<file path="src/rtl/lcd4_pkg.sv">
// shared types, constants and helpers for the 4-bit character lcd controller
`timescale 1ns / 1ps

package lcd4_pkg;

    localparam int COUNT_WIDTH     = 16;
    localparam int CFG_INDEX_WIDTH = 3;
    localparam int CFG_DATA_WIDTH  = 16;

    localparam logic [COUNT_WIDTH-1:0] COUNT_MAX = {COUNT_WIDTH{1'b1}};

    // nibbles of the power-up sequence
    localparam logic [3:0] NIB_INIT_EIGHT = 4'h3;
    localparam logic [3:0] NIB_INIT_FOUR  = 4'h2;

    typedef enum logic [1:0] {
        OP_TICK = 2'd0,
        OP_INIT = 2'd1,
        OP_CMD  = 2'd2,
        OP_DATA = 2'd3
    } t_op;

    typedef enum logic [CFG_INDEX_WIDTH-1:0] {
        CFG_BUSY_CHECK = 3'd0,
        CFG_STROBE     = 3'd1,
        CFG_SETTLE     = 3'd2,
        CFG_POWER_UP   = 3'd3,
        CFG_GAP_LONG   = 3'd4,
        CFG_GAP_SHORT  = 3'd5,
        CFG_CLEAR_WAIT = 3'd6
    } t_cfg_reg;

    typedef enum logic [3:0] {
        PH_IDLE,
        PH_POWER,
        PH_INIT_STROBE,
        PH_INIT_WAIT,
        PH_SETTLE,
        PH_POLL_HIGH1,
        PH_POLL_LOW1,
        PH_POLL_HIGH2,
        PH_POLL_LOW2,
        PH_HI_STROBE,
        PH_NIB_GAP,
        PH_LO_STROBE,
        PH_CLEAR
    } t_phase;

    typedef struct packed {
        logic [1:0] operation;
        logic [7:0] byte_value;
        logic       busy_pin;
    } t_in_item;

    typedef struct packed {
        logic       pin_enable;
        logic       pin_select;
        logic       pin_read_write;
        logic [3:0] pin_nibble;
        logic       drive_bus;
        logic       idle;
        logic       rejected;
    } t_out_item;

    // classified item handed from the front to the back
    typedef struct packed {
        logic       is_tick;
        logic       is_init;
        logic       is_byte;
        logic       data_sel;
        logic [7:0] byte_value;
        logic       busy_pin;
    } t_work_item;

    typedef struct packed {
        logic                       valid;
        logic [CFG_INDEX_WIDTH-1:0] index;
        logic [CFG_DATA_WIDTH-1:0]  data;
    } t_cfg_wr;

    // function set, display on, entry mode, clear
    function automatic logic [7:0] init_byte(input logic [1:0] idx);
        logic [7:0] b;
        case (idx)
            2'd0: b = 8'h28;
            2'd1: b = 8'h0C;
            2'd2: b = 8'h06;
            2'd3: b = 8'h01;
        endcase
        return b;
    endfunction

    // loaded counts clip at the counter's top value
    function automatic logic [COUNT_WIDTH-1:0] sat_count(input logic [CFG_DATA_WIDTH-1:0] n);
        logic [31:0] wide;
        wide = 32'(n);
        if (wide > 32'(COUNT_MAX)) begin
            return COUNT_MAX;
        end
        return wide[COUNT_WIDTH-1:0];
    endfunction

endpackage

</file>
<file path="src/rtl/lcd4_front.sv">
// front end: takes items, decodes the operation and queues them for the sequencer
`timescale 1ns / 1ps

module lcd4_front import lcd4_pkg::*; (
    input  logic       i_clk,
    input  logic       i_rst_n,
    input  logic       i_push,
    input  t_in_item   i_in_item,
    output logic       o_full,
    output logic       o_item_valid,
    output t_work_item o_item,
    input  logic       i_take
);

    t_work_item r_q [2];
    logic       r_wr_ptr;
    logic       r_rd_ptr;
    logic [1:0] r_count;

    t_work_item w_class;
    logic       w_push_ok;
    logic       w_take_ok;

    always_comb begin
        w_class            = '0;
        w_class.byte_value = i_in_item.byte_value;
        w_class.busy_pin   = i_in_item.busy_pin;
        unique case (i_in_item.operation)
            OP_TICK: w_class.is_tick = 1'b1;
            OP_INIT: w_class.is_init = 1'b1;
            OP_CMD:  w_class.is_byte = 1'b1;
            OP_DATA: begin
                w_class.is_byte  = 1'b1;
                w_class.data_sel = 1'b1;
            end
            default: w_class.is_tick = 1'b1;
        endcase
    end

    assign o_full       = (r_count == 2'd2);
    assign o_item_valid = (r_count != 2'd0);
    assign o_item       = r_q[r_rd_ptr];
    assign w_push_ok    = i_push && !o_full;
    assign w_take_ok    = i_take && o_item_valid;

    always_ff @(posedge i_clk) begin
        if (w_push_ok) begin
            r_q[r_wr_ptr] <= w_class;
        end
    end

    always_ff @(posedge i_clk) begin
        if (!i_rst_n) begin
            r_wr_ptr <= 1'b0;
            r_rd_ptr <= 1'b0;
            r_count  <= 2'd0;
        end else begin
            if (w_push_ok) begin
                r_wr_ptr <= ~r_wr_ptr;
            end
            if (w_take_ok) begin
                r_rd_ptr <= ~r_rd_ptr;
            end
            r_count <= r_count + 2'(w_push_ok) - 2'(w_take_ok);
        end
    end

endmodule

</file>
<file path="src/rtl/lcd4_back.sv">
// back end: timing sequencer for the lcd bus, config registers and result queue
`timescale 1ns / 1ps

module lcd4_back import lcd4_pkg::*; (
    input  logic       i_clk,
    input  logic       i_rst_n,
    input  t_cfg_wr    i_cfg,
    input  logic       i_item_valid,
    input  t_work_item i_item,
    output logic       o_take,
    output logic       o_empty,
    output t_out_item  o_out_item,
    input  logic       i_pop
);

    // config registers
    logic        r_busy_check;
    logic [7:0]  r_strobe_ticks;
    logic [15:0] r_settle_ticks;
    logic [15:0] r_power_up_ticks;
    logic [15:0] r_gap_long_ticks;
    logic [15:0] r_gap_short_ticks;
    logic [15:0] r_clear_wait_ticks;

    // sequencer state
    t_phase                 r_phase,      n_phase;
    logic [COUNT_WIDTH-1:0] r_tick_count, n_tick_count;
    logic [7:0]             r_byte_hold,  n_byte_hold;
    logic                   r_select,     n_select;
    logic [2:0]             r_init_step,  n_init_step;
    logic                   r_enable,     n_enable;
    logic                   r_read,       n_read;
    logic [3:0]             r_nibble,     n_nibble;
    logic                   r_drive,      n_drive;
    logic                   r_busy_seen,  n_busy_seen;

    // result queue
    t_out_item r_rq [2];
    logic      r_rwr;
    logic      r_rrd;
    logic [1:0] r_rcount;

    logic w_pop_ok, w_fire;
    logic w_tick, w_req, w_reject, w_start_init, w_start_byte;
    logic w_done;
    logic [COUNT_WIDTH-1:0] w_cnt_dec;
    logic [COUNT_WIDTH-1:0] w_ld_strobe, w_ld_settle, w_ld_power, w_ld_long;
    logic [COUNT_WIDTH-1:0] w_ld_short, w_ld_clear;
    logic       w_aw_init, w_aw_end, w_aw_sel;
    logic [2:0] w_aw_step_nx;
    logic [7:0] w_aw_byte;
    t_phase     w_aw_phase;
    t_out_item  w_result;

    always_ff @(posedge i_clk) begin
        if (!i_rst_n) begin
            r_busy_check       <= 1'b0;
            r_strobe_ticks     <= 8'd1;
            r_settle_ticks     <= 16'd60;
            r_power_up_ticks   <= 16'd15000;
            r_gap_long_ticks   <= 16'd5000;
            r_gap_short_ticks  <= 16'd1000;
            r_clear_wait_ticks <= 16'd1600;
        end else if (i_cfg.valid) begin
            unique case (i_cfg.index)
                CFG_BUSY_CHECK: r_busy_check       <= i_cfg.data[0];
                CFG_STROBE:     r_strobe_ticks     <= i_cfg.data[7:0];
                CFG_SETTLE:     r_settle_ticks     <= i_cfg.data;
                CFG_POWER_UP:   r_power_up_ticks   <= i_cfg.data;
                CFG_GAP_LONG:   r_gap_long_ticks   <= i_cfg.data;
                CFG_GAP_SHORT:  r_gap_short_ticks  <= i_cfg.data;
                CFG_CLEAR_WAIT: r_clear_wait_ticks <= i_cfg.data;
                default: ;
            endcase
        end
    end

    assign w_pop_ok = i_pop && (r_rcount != 2'd0);
    assign w_fire   = i_item_valid && ((r_rcount != 2'd2) || w_pop_ok);
    assign o_take   = w_fire;

    assign w_tick       = w_fire && i_item.is_tick;
    assign w_req        = w_fire && !i_item.is_tick;
    assign w_reject     = w_req && (r_phase != PH_IDLE);
    assign w_start_init = w_req && (r_phase == PH_IDLE) && i_item.is_init;
    assign w_start_byte = w_req && (r_phase == PH_IDLE) && i_item.is_byte;

    assign w_done    = (r_tick_count <= COUNT_WIDTH'(1));
    assign w_cnt_dec = r_tick_count - COUNT_WIDTH'(1);

    assign w_ld_strobe = sat_count(CFG_DATA_WIDTH'(r_strobe_ticks));
    assign w_ld_settle = sat_count(r_settle_ticks);
    assign w_ld_power  = sat_count(r_power_up_ticks);
    assign w_ld_long   = sat_count(r_gap_long_ticks);
    assign w_ld_short  = sat_count(r_gap_short_ticks);
    assign w_ld_clear  = sat_count(r_clear_wait_ticks);

    // end of a busy wait: next init byte, the held byte, or the end of init
    assign w_aw_init    = r_init_step[2];
    assign w_aw_end     = (r_init_step == 3'd7);
    assign w_aw_step_nx = r_init_step + 3'd1;
    assign w_aw_byte    = w_aw_init ? init_byte(w_aw_step_nx[1:0]) : r_byte_hold;
    assign w_aw_sel     = w_aw_init ? 1'b0 : r_init_step[0];
    assign w_aw_phase   = (w_aw_init && w_aw_end) ? (r_busy_check ? PH_IDLE : PH_CLEAR)
                                                  : PH_HI_STROBE;

    always_comb begin
        n_phase = r_phase;
        if (w_start_init) begin
            n_phase = PH_POWER;
        end else if (w_start_byte) begin
            n_phase = r_busy_check ? PH_POLL_LOW2 : PH_SETTLE;
        end else if (w_tick) begin
            unique case (r_phase)
                PH_IDLE: ;
                PH_POWER:       if (w_done) n_phase = PH_INIT_STROBE;
                PH_INIT_STROBE: if (w_done) n_phase = PH_INIT_WAIT;
                PH_INIT_WAIT: begin
                    if (w_done) begin
                        n_phase = (r_init_step < 3'd3) ? PH_INIT_STROBE : PH_HI_STROBE;
                    end
                end
                PH_SETTLE:      if (w_done) n_phase = w_aw_phase;
                PH_POLL_HIGH1:  if (w_done) n_phase = PH_POLL_LOW1;
                PH_POLL_LOW1:   n_phase = PH_POLL_HIGH2;
                PH_POLL_HIGH2:  if (w_done) n_phase = PH_POLL_LOW2;
                PH_POLL_LOW2:   n_phase = r_busy_seen ? PH_POLL_HIGH1 : w_aw_phase;
                PH_HI_STROBE:   if (w_done) n_phase = PH_NIB_GAP;
                PH_NIB_GAP:     n_phase = PH_LO_STROBE;
                PH_LO_STROBE: begin
                    if (w_done) begin
                        if (r_init_step[2]) begin
                            n_phase = r_busy_check ? PH_POLL_LOW2 : PH_SETTLE;
                        end else begin
                            n_phase = PH_IDLE;
                        end
                    end
                end
                PH_CLEAR:       if (w_done) n_phase = PH_IDLE;
                default:        n_phase = PH_IDLE;
            endcase
        end
    end

    always_comb begin
        n_tick_count = r_tick_count;
        n_byte_hold  = r_byte_hold;
        n_select     = r_select;
        n_init_step  = r_init_step;
        n_enable     = r_enable;
        n_read       = r_read;
        n_nibble     = r_nibble;
        n_drive      = r_drive;
        n_busy_seen  = r_busy_seen;
        if (w_start_init) begin
            n_enable     = 1'b0;
            n_select     = 1'b0;
            n_read       = 1'b0;
            n_drive      = 1'b1;
            n_init_step  = 3'd0;
            n_tick_count = w_ld_power;
        end else if (w_start_byte) begin
            n_byte_hold = i_item.byte_value;
            n_init_step = i_item.data_sel ? 3'd1 : 3'd0;
            n_select    = 1'b0;
            n_enable    = 1'b0;
            if (r_busy_check) begin
                n_drive     = 1'b0;
                n_read      = 1'b1;
                n_busy_seen = 1'b1;
            end else begin
                n_read       = 1'b0;
                n_drive      = 1'b1;
                n_tick_count = w_ld_settle;
            end
        end else if (w_tick) begin
            unique case (r_phase)
                PH_IDLE: ;
                PH_POWER: begin
                    if (w_done) begin
                        n_nibble     = NIB_INIT_EIGHT;
                        n_enable     = 1'b1;
                        n_tick_count = w_ld_strobe;
                    end else begin
                        n_tick_count = w_cnt_dec;
                    end
                end
                PH_INIT_STROBE: begin
                    if (w_done) begin
                        n_enable     = 1'b0;
                        n_tick_count = (r_init_step == 3'd0) ? w_ld_long : w_ld_short;
                    end else begin
                        n_tick_count = w_cnt_dec;
                    end
                end
                PH_INIT_WAIT: begin
                    if (w_done) begin
                        n_init_step  = w_aw_step_nx;
                        n_enable     = 1'b1;
                        n_tick_count = w_ld_strobe;
                        if (r_init_step < 3'd2) begin
                            n_nibble = NIB_INIT_EIGHT;
                        end else if (r_init_step == 3'd2) begin
                            n_nibble = NIB_INIT_FOUR;
                        end else begin
                            // last nibble done, first full byte follows
                            n_byte_hold = init_byte(2'd0);
                            n_select    = 1'b0;
                            n_nibble    = 4'(init_byte(2'd0) >> 4);
                        end
                    end else begin
                        n_tick_count = w_cnt_dec;
                    end
                end
                PH_SETTLE: begin
                    if (w_done) begin
                        n_tick_count = '0;
                        if (w_aw_init && w_aw_end) begin
                            n_init_step = 3'd0;
                            if (!r_busy_check) begin
                                n_tick_count = w_ld_clear;
                            end
                        end else begin
                            n_init_step  = w_aw_init ? w_aw_step_nx : r_init_step;
                            n_byte_hold  = w_aw_byte;
                            n_select     = w_aw_sel;
                            n_read       = 1'b0;
                            n_nibble     = w_aw_byte[7:4];
                            n_enable     = 1'b1;
                            n_tick_count = w_ld_strobe;
                        end
                    end else begin
                        n_tick_count = w_cnt_dec;
                    end
                end
                PH_POLL_HIGH1: begin
                    if (w_done) begin
                        n_busy_seen  = i_item.busy_pin;
                        n_enable     = 1'b0;
                        n_tick_count = '0;
                    end else begin
                        n_tick_count = w_cnt_dec;
                    end
                end
                PH_POLL_LOW1: begin
                    n_enable     = 1'b1;
                    n_tick_count = w_ld_strobe;
                end
                PH_POLL_HIGH2: begin
                    if (w_done) begin
                        n_enable     = 1'b0;
                        n_tick_count = '0;
                    end else begin
                        n_tick_count = w_cnt_dec;
                    end
                end
                PH_POLL_LOW2: begin
                    if (r_busy_seen) begin
                        n_enable     = 1'b1;
                        n_tick_count = w_ld_strobe;
                    end else begin
                        n_drive = 1'b1;
                        n_read  = 1'b0;
                        if (w_aw_init && w_aw_end) begin
                            n_init_step = 3'd0;
                            if (!r_busy_check) begin
                                n_tick_count = w_ld_clear;
                            end
                        end else begin
                            n_init_step  = w_aw_init ? w_aw_step_nx : r_init_step;
                            n_byte_hold  = w_aw_byte;
                            n_select     = w_aw_sel;
                            n_nibble     = w_aw_byte[7:4];
                            n_enable     = 1'b1;
                            n_tick_count = w_ld_strobe;
                        end
                    end
                end
                PH_HI_STROBE: begin
                    if (w_done) begin
                        n_enable     = 1'b0;
                        n_nibble     = r_byte_hold[3:0];
                        n_tick_count = '0;
                    end else begin
                        n_tick_count = w_cnt_dec;
                    end
                end
                PH_NIB_GAP: begin
                    n_enable     = 1'b1;
                    n_tick_count = w_ld_strobe;
                end
                PH_LO_STROBE: begin
                    if (w_done) begin
                        n_enable     = 1'b0;
                        n_tick_count = '0;
                        if (r_init_step[2]) begin
                            if (r_busy_check) begin
                                n_drive     = 1'b0;
                                n_read      = 1'b1;
                                n_select    = 1'b0;
                                n_busy_seen = 1'b1;
                            end else begin
                                n_tick_count = w_ld_settle;
                            end
                        end
                    end else begin
                        n_tick_count = w_cnt_dec;
                    end
                end
                PH_CLEAR: begin
                    n_tick_count = w_done ? '0 : w_cnt_dec;
                end
                default: ;
            endcase
        end
    end

    always_comb begin
        w_result.pin_enable     = n_enable;
        w_result.pin_select     = n_select;
        w_result.pin_read_write = n_read;
        w_result.pin_nibble     = n_nibble;
        w_result.drive_bus      = n_drive;
        w_result.idle           = (n_phase == PH_IDLE);
        w_result.rejected       = w_reject;
    end

    always_ff @(posedge i_clk) begin
        if (!i_rst_n) begin
            r_phase      <= PH_IDLE;
            r_tick_count <= '0;
            r_byte_hold  <= 8'd0;
            r_select     <= 1'b0;
            r_init_step  <= 3'd0;
            r_enable     <= 1'b0;
            r_read       <= 1'b0;
            r_nibble     <= 4'd0;
            r_drive      <= 1'b1;
            r_busy_seen  <= 1'b0;
        end else begin
            r_phase      <= n_phase;
            r_tick_count <= n_tick_count;
            r_byte_hold  <= n_byte_hold;
            r_select     <= n_select;
            r_init_step  <= n_init_step;
            r_enable     <= n_enable;
            r_read       <= n_read;
            r_nibble     <= n_nibble;
            r_drive      <= n_drive;
            r_busy_seen  <= n_busy_seen;
        end
    end

    // result queue
    assign o_empty    = (r_rcount == 2'd0);
    assign o_out_item = r_rq[r_rrd];

    always_ff @(posedge i_clk) begin
        if (w_fire) begin
            r_rq[r_rwr] <= w_result;
        end
    end

    always_ff @(posedge i_clk) begin
        if (!i_rst_n) begin
            r_rwr    <= 1'b0;
            r_rrd    <= 1'b0;
            r_rcount <= 2'd0;
        end else begin
            if (w_fire) begin
                r_rwr <= ~r_rwr;
            end
            if (w_pop_ok) begin
                r_rrd <= ~r_rrd;
            end
            r_rcount <= r_rcount + 2'(w_fire) - 2'(w_pop_ok);
        end
    end

endmodule

</file>
<file path="src/rtl/char_lcd_4bit_interface_core.sv">
// top level of the 4-bit character lcd controller
`timescale 1ns / 1ps

// Controller for an HD44780-style character display on a 4-bit bus. Every
// item pushed in is either a one-microsecond tick (operation 0), a start of
// initialisation (1), a command byte (2) or a data byte (3); each item yields
// exactly one result, a snapshot of the display pins plus idle and rejected
// flags, taken after the item. Requests that arrive while a sequence runs are
// refused and flagged; ticks advance the running sequence. One item is taken
// per clock and one result leaves per clock in steady state while pop stays
// high: an item is registered in the two-entry front queue, is executed by
// the sequencer once it is at the queue head and the result queue has room,
// and its result is registered in the two-entry result queue. The
// sequencer's per-item phase and counter update sets that rate. full only
// depends on the front queue, so pushes keep flowing while a finished result
// waits for pop. Configuration writes are always ready and should be made
// while no item is in flight.

module char_lcd_4bit_interface_core import lcd4_pkg::*; (
    input  logic                       i_clk,
    input  logic                       i_rst_n,
    // item side
    input  logic                       push,
    input  t_in_item                   i_in_item,
    output logic                       full,
    // result side
    output logic                       empty,
    input  logic                       pop,
    output t_out_item                  o_out_item,
    // config write channel
    input  logic                       i_cfg_valid,
    output logic                       o_cfg_ready,
    input  logic [CFG_INDEX_WIDTH-1:0] i_cfg_index,
    input  logic [CFG_DATA_WIDTH-1:0]  i_cfg_data
);

    t_work_item w_item;
    logic       w_item_valid;
    logic       w_take;
    t_cfg_wr    w_cfg;

    // config port never stalls
    assign o_cfg_ready = 1'b1;

    // a config transfer completes on any valid cycle
    assign w_cfg.valid = i_cfg_valid;
    assign w_cfg.index = i_cfg_index;
    assign w_cfg.data  = i_cfg_data;

    // front: decode and queue items
    lcd4_front u_front (
        .i_clk        (i_clk),
        .i_rst_n      (i_rst_n),
        .i_push       (push),
        .i_in_item    (i_in_item),
        .o_full       (full),
        .o_item_valid (w_item_valid),
        .o_item       (w_item),
        .i_take       (w_take)
    );

    // back: bus sequencer and result queue
    lcd4_back u_back (
        .i_clk        (i_clk),
        .i_rst_n      (i_rst_n),
        .i_cfg        (w_cfg),
        .i_item_valid (w_item_valid),
        .i_item       (w_item),
        .o_take       (w_take),
        .o_empty      (empty),
        .o_out_item   (o_out_item),
        .i_pop        (pop)
    );

endmodule

</file>
<file path="config.mk">
export PLATFORM = sky130hd
export DESIGN_NAME = char_lcd_4bit_interface_core
export DESIGN_NICKNAME = d
export VERILOG_FILES = /design/src/rtl/lcd4_pkg.sv /design/src/rtl/lcd4_front.sv /design/src/rtl/lcd4_back.sv /design/src/rtl/char_lcd_4bit_interface_core.sv
export SDC_FILE = /design/constraint.sdc
export NUM_CORES = 1
export LEC_CHECK = 0
export BUFFER_PORTS_ARGS = -buffer_cell sky130_fd_sc_hd__buf_2
export CELL_PAD_IN_SITES_DETAIL_PLACEMENT = 0
export CELL_PAD_IN_SITES_GLOBAL_PLACEMENT = 1
export CORE_UTILIZATION = 33
export CTS_BUF_LIST = sky130_fd_sc_hd__clkbuf_8
export DETAILED_ROUTE_END_ITERATION = 8
export GPL_TIMING_DRIVEN = 0
export PLACE_DENSITY = 0.71
export RECOVER_POWER = 100
export SKIP_CTS_REPAIR_TIMING = 1
export SLEW_MARGIN = 15
export SYNTH_ARGS = -nofsm -noshare
export SYNTH_HDL_FRONTEND = slang
export SYNTH_SLANG_ARGS = --single-unit
</file>
<file path="constraint.sdc">
create_clock -name i_clk -period 2.5 [get_ports i_clk]
set_clock_uncertainty 0.1 [all_clocks]
set_input_delay 0 -clock i_clk [delete_from_list [all_inputs] [get_ports i_clk]]
set_output_delay 0 -clock i_clk [all_outputs]
set_load 0.05 [all_outputs]
</file>
==> summary.md <==
| Metric | Value |
|---|---|
| Status | complete, but fails checks |
| Failing checks | negative hold slack, negative setup slack |
| F_max | between 0.3 and 0.4 GHz |
| Via-per-instance ratio | between 5 and 6 |
| Initial core utilization | 0.338 |
| Die width | ~170 um |
| Pin count of the biggest net entering global routing | 18 |
| WL/cell | about 21 um |
| Max IR drop VDD | 0.422 mV |
| Die height | about 170 um |
| Sequential area share after synthesis | 0.427 |
| # DRC | 0 |
| Psw | 6.10 mW |
| # Max-Cap Violations | 0 |
| Critical-path maximum fanout | 10 |
| Clock-pin slew on the worst setup and hold paths | ~0.10 ns |
| Gpl congestion | between 0.9 and 1 |
| Tot GR Track Use | 0.224 |
| CTS Buffer Depth | 2 |
| Commonest non-fill, non-tap cell in the layout | nand2_1 |
| Post-synth ARST share | 0 |
| Syn Nets | approximately 1,200 |
| Normalized max-slew margin | 0.272 |
| Tmin final | approximately 2.6 ns |
| Post-synth EDFFs | 46 |
| Switching share of power | 0.450 |
| Max-slew violations | 0 |
| Row count | 62 |
| Setup_tns | -0.395 ns |
| Area of the core | 28,900 um2 |
| Crit Path Class | reg2reg |
| H-tree depth | 4 |
| 1st-iter DRT viols | 898 |
| IO Pins | 48 |
| Worst skew pair latency | 0.49 ns |
| Seq pwr share | 0.285 |
| Post-layout total power | ~14 mW |
| Startpoint types | flop |
| Area Growth Syn to Fin | 25.9% |
| Setup violations, final | 7 |
| Vias post-DR | 9,338 |
| Tcrit/Tclk final | 1.04 |
| Static Leak | around 4.3 nW |
| RSZ-0062 raised after global routing | yes |
| Req. time, crit path | around 2.6 ns |
| Post-placement cell count | 1,581 |
| CTS tree | yes |
| Cell Area, Synth | 9740 um2 |
| Power per cell area | approximately 1100 nW/um2 |
| #FFs+latches synth | between 150 and 200 |
| Share of cells above drive strength 1 | 0.210 |
| Main synth FF type | dfxtp_1 |
| Sink Count | between 150 and 200 |
| Worst-Margin Slew | between 1 and 1.5 ns |
| Hold slack | -0.0481 ns |
| Internal cell power | 7.46 mW |
| Initial antenna violation count | 0 |
| Number of port buffers | between 40 and 50 |
| Synthesized area per cell | between 8 and 9 um2 |
| Setup Slack @ Placement | -0.976 ns |
| Antenna Nets Post-Route | 0 |
| Layout Nets | 1,324 |
| First-pass GRT wire length | roughly 52,000 um |
| CP endpoint kind | flop |
| First-pass DRT Iterations | 7 |
| Final instance area | roughly 12,000 um2 |
| Die area | just over 30,000 um2 |
| CP arrival | 2.74 ns |
| Vias in the first global route | around 8,400 |
| Final wirelength | approximately 35,000 um |
| Synth Instances | about 1,200 |
| Placed Area | around 10,000 um2 |
| Comb pwr share | 0.549 |
| Syn. warnings | 0 |
| Post-layout util | 0.425 |
| Most frequent cells in the layout | 243 x nand2_1, 126 x dfxtp_1, 90 x a21oi_1, 58 x o21ai_0, 53 x nor2_1 |
| Distinct cells, synth | 91 |
| Final Hold Fails | 12 |
| Post-Layout Cell Count | approximately 1,700 |
| DP Wirelength | roughly 26,000 um |
| Root buffer cell | clkbuf_8 |
| Hold WC Path Type | in2reg |
| Clock share of power | 0.166 |
| CTS Buf Count | 17 |
| Inserted Diodes | 0 |
| Global route overflow | 0 |
| Final Worst Setup Slack | -0.112 ns |
==> synthesized netlist by cell type, types with 8 or more instances <==
cell type | count | area [um2]
a221oi_1 | 10 | 87.6
nand4_1 | 8 | 50.1
a22oi_1 | 13 | 97.6
nor2_1 | 65 | 244
a31oi_1 | 12 | 75.1
nor4_1 | 11 | 68.8
nor3b_1 | 8 | 60.1
mux2_2 | 19 | 214
dfxtp_1 | 139 | 2780
nand2b_1 | 12 | 75.1
a21oi_1 | 94 | 470
ha_1 | 11 | 138
a41oi_1 | 9 | 78.8
a221o_1 | 9 | 90.1
mux2i_1 | 32 | 320
and2_1 | 11 | 68.8
nand3_1 | 46 | 230
nor3_1 | 18 | 90.1
xnor2_1 | 12 | 105
clkbuf_1 | 44 | 165
nor2b_1 | 8 | 50.1
buf_2 | 18 | 90.1
xor2_1 | 8 | 70.1
edfxtp_1 | 46 | 1380
o21ai_0 | 63 | 315
o22ai_1 | 10 | 62.6
inv_1 | 19 | 71.3
nand2_1 | 247 | 927
==> layout make-up <==
cell class,count,area (um2)
buffer,66,415
clock buffer,19,262
clock inverter,13,168
fill,2951,16600
inverter,21,85.1
multi-input combinational,873,5790
sequential,185,4190
tap,384,480
timing repair buffer,114,867
==> per-layer routing <==
layer / vias to the layer above / GRT usage / part of all wire
li1: 4451 / - / -
met4: 0 / 0.0705 / 0.027
met1: 4467 / 0.323 / 0.46
met2: 355 / 0.338 / 0.44
met3: 65 / 0.0368 / 0.065
met5: - / 0 / 0
==> kinds of logic (layout without fill, tap and decap cells) <==
group / Yosys count / in the layout / synth area share
XOR/XNOR: 20 / 20 / 0.0180
flip-flops: 185 / 185 / 0.427
other: 1 / 1 / 0.000385
adder cells (fa/ha/maj): 11 / 11 / 0.0141
buffers and inverters: 93 / 233 / 0.0411
AO/OA/AOI/OAI: 304 / 304 / 0.206
multiplexers: 51 / 51 / 0.0548
AND/OR/NAND/NOR: 486 / 486 / 0.238
==> worst paths after layout <==
| kind | startpoint | to | slack [ns] | depth (start not counted) |
|---|---|---|---|---|
| worst max-delay path | u_back.r_tick_count[4] | u_back.r_rq[1][1] | -0.11 | 7 |
| worst max register to register | u_back.r_tick_count[4] | u_back.r_rq[1][1] | -0.11 | 7 |
| worst min-delay path | i_cfg_valid | u_back.r_busy_check | -0.05 | 5 |
| worst min register to register | u_back.r_gap_short_ticks[12] | u_back.r_gap_short_ticks[12] | 0.36 | 2 |
==> worst max-delay path: stages, from the launching register on <==
cell      delay (ns)
dfxtp_4         0.39
or4_4           0.57
buf_6           0.16
nor2_2          0.30
nand2_2         0.25
a211oi_1        0.26
nor2_1          0.10
and4_1          0.24
==> registers in the layout, summed over array words and instances (netlist names), 16 cells and up, named ones only <==
name and flops:
u_back.r_clear_wait_ticks 16, u_back.r_gap_long_ticks 16, u_back.r_gap_short_ticks 16, u_back.r_power_up_ticks 16
u_back.r_rq 20, u_back.r_settle_ticks 16, u_back.r_tick_count 16, u_front.r_q 26
==> power by group through the flow <==
stage / Sequential, mW / Clock [mW] / Combinational (mW)
detailed placement: 3.84 / 0 / 5.93
global placement: 3.83 / 0 / 5.93
CTS: 3.77 / 2.28 / 5.96
floorplan: 3.76 / 0 / 4.25
global route: 3.91 / 2.41 / 7.87
finish: 3.86 / 2.25 / 7.45
Note: power is estimated with default switching activity, not from simulation.
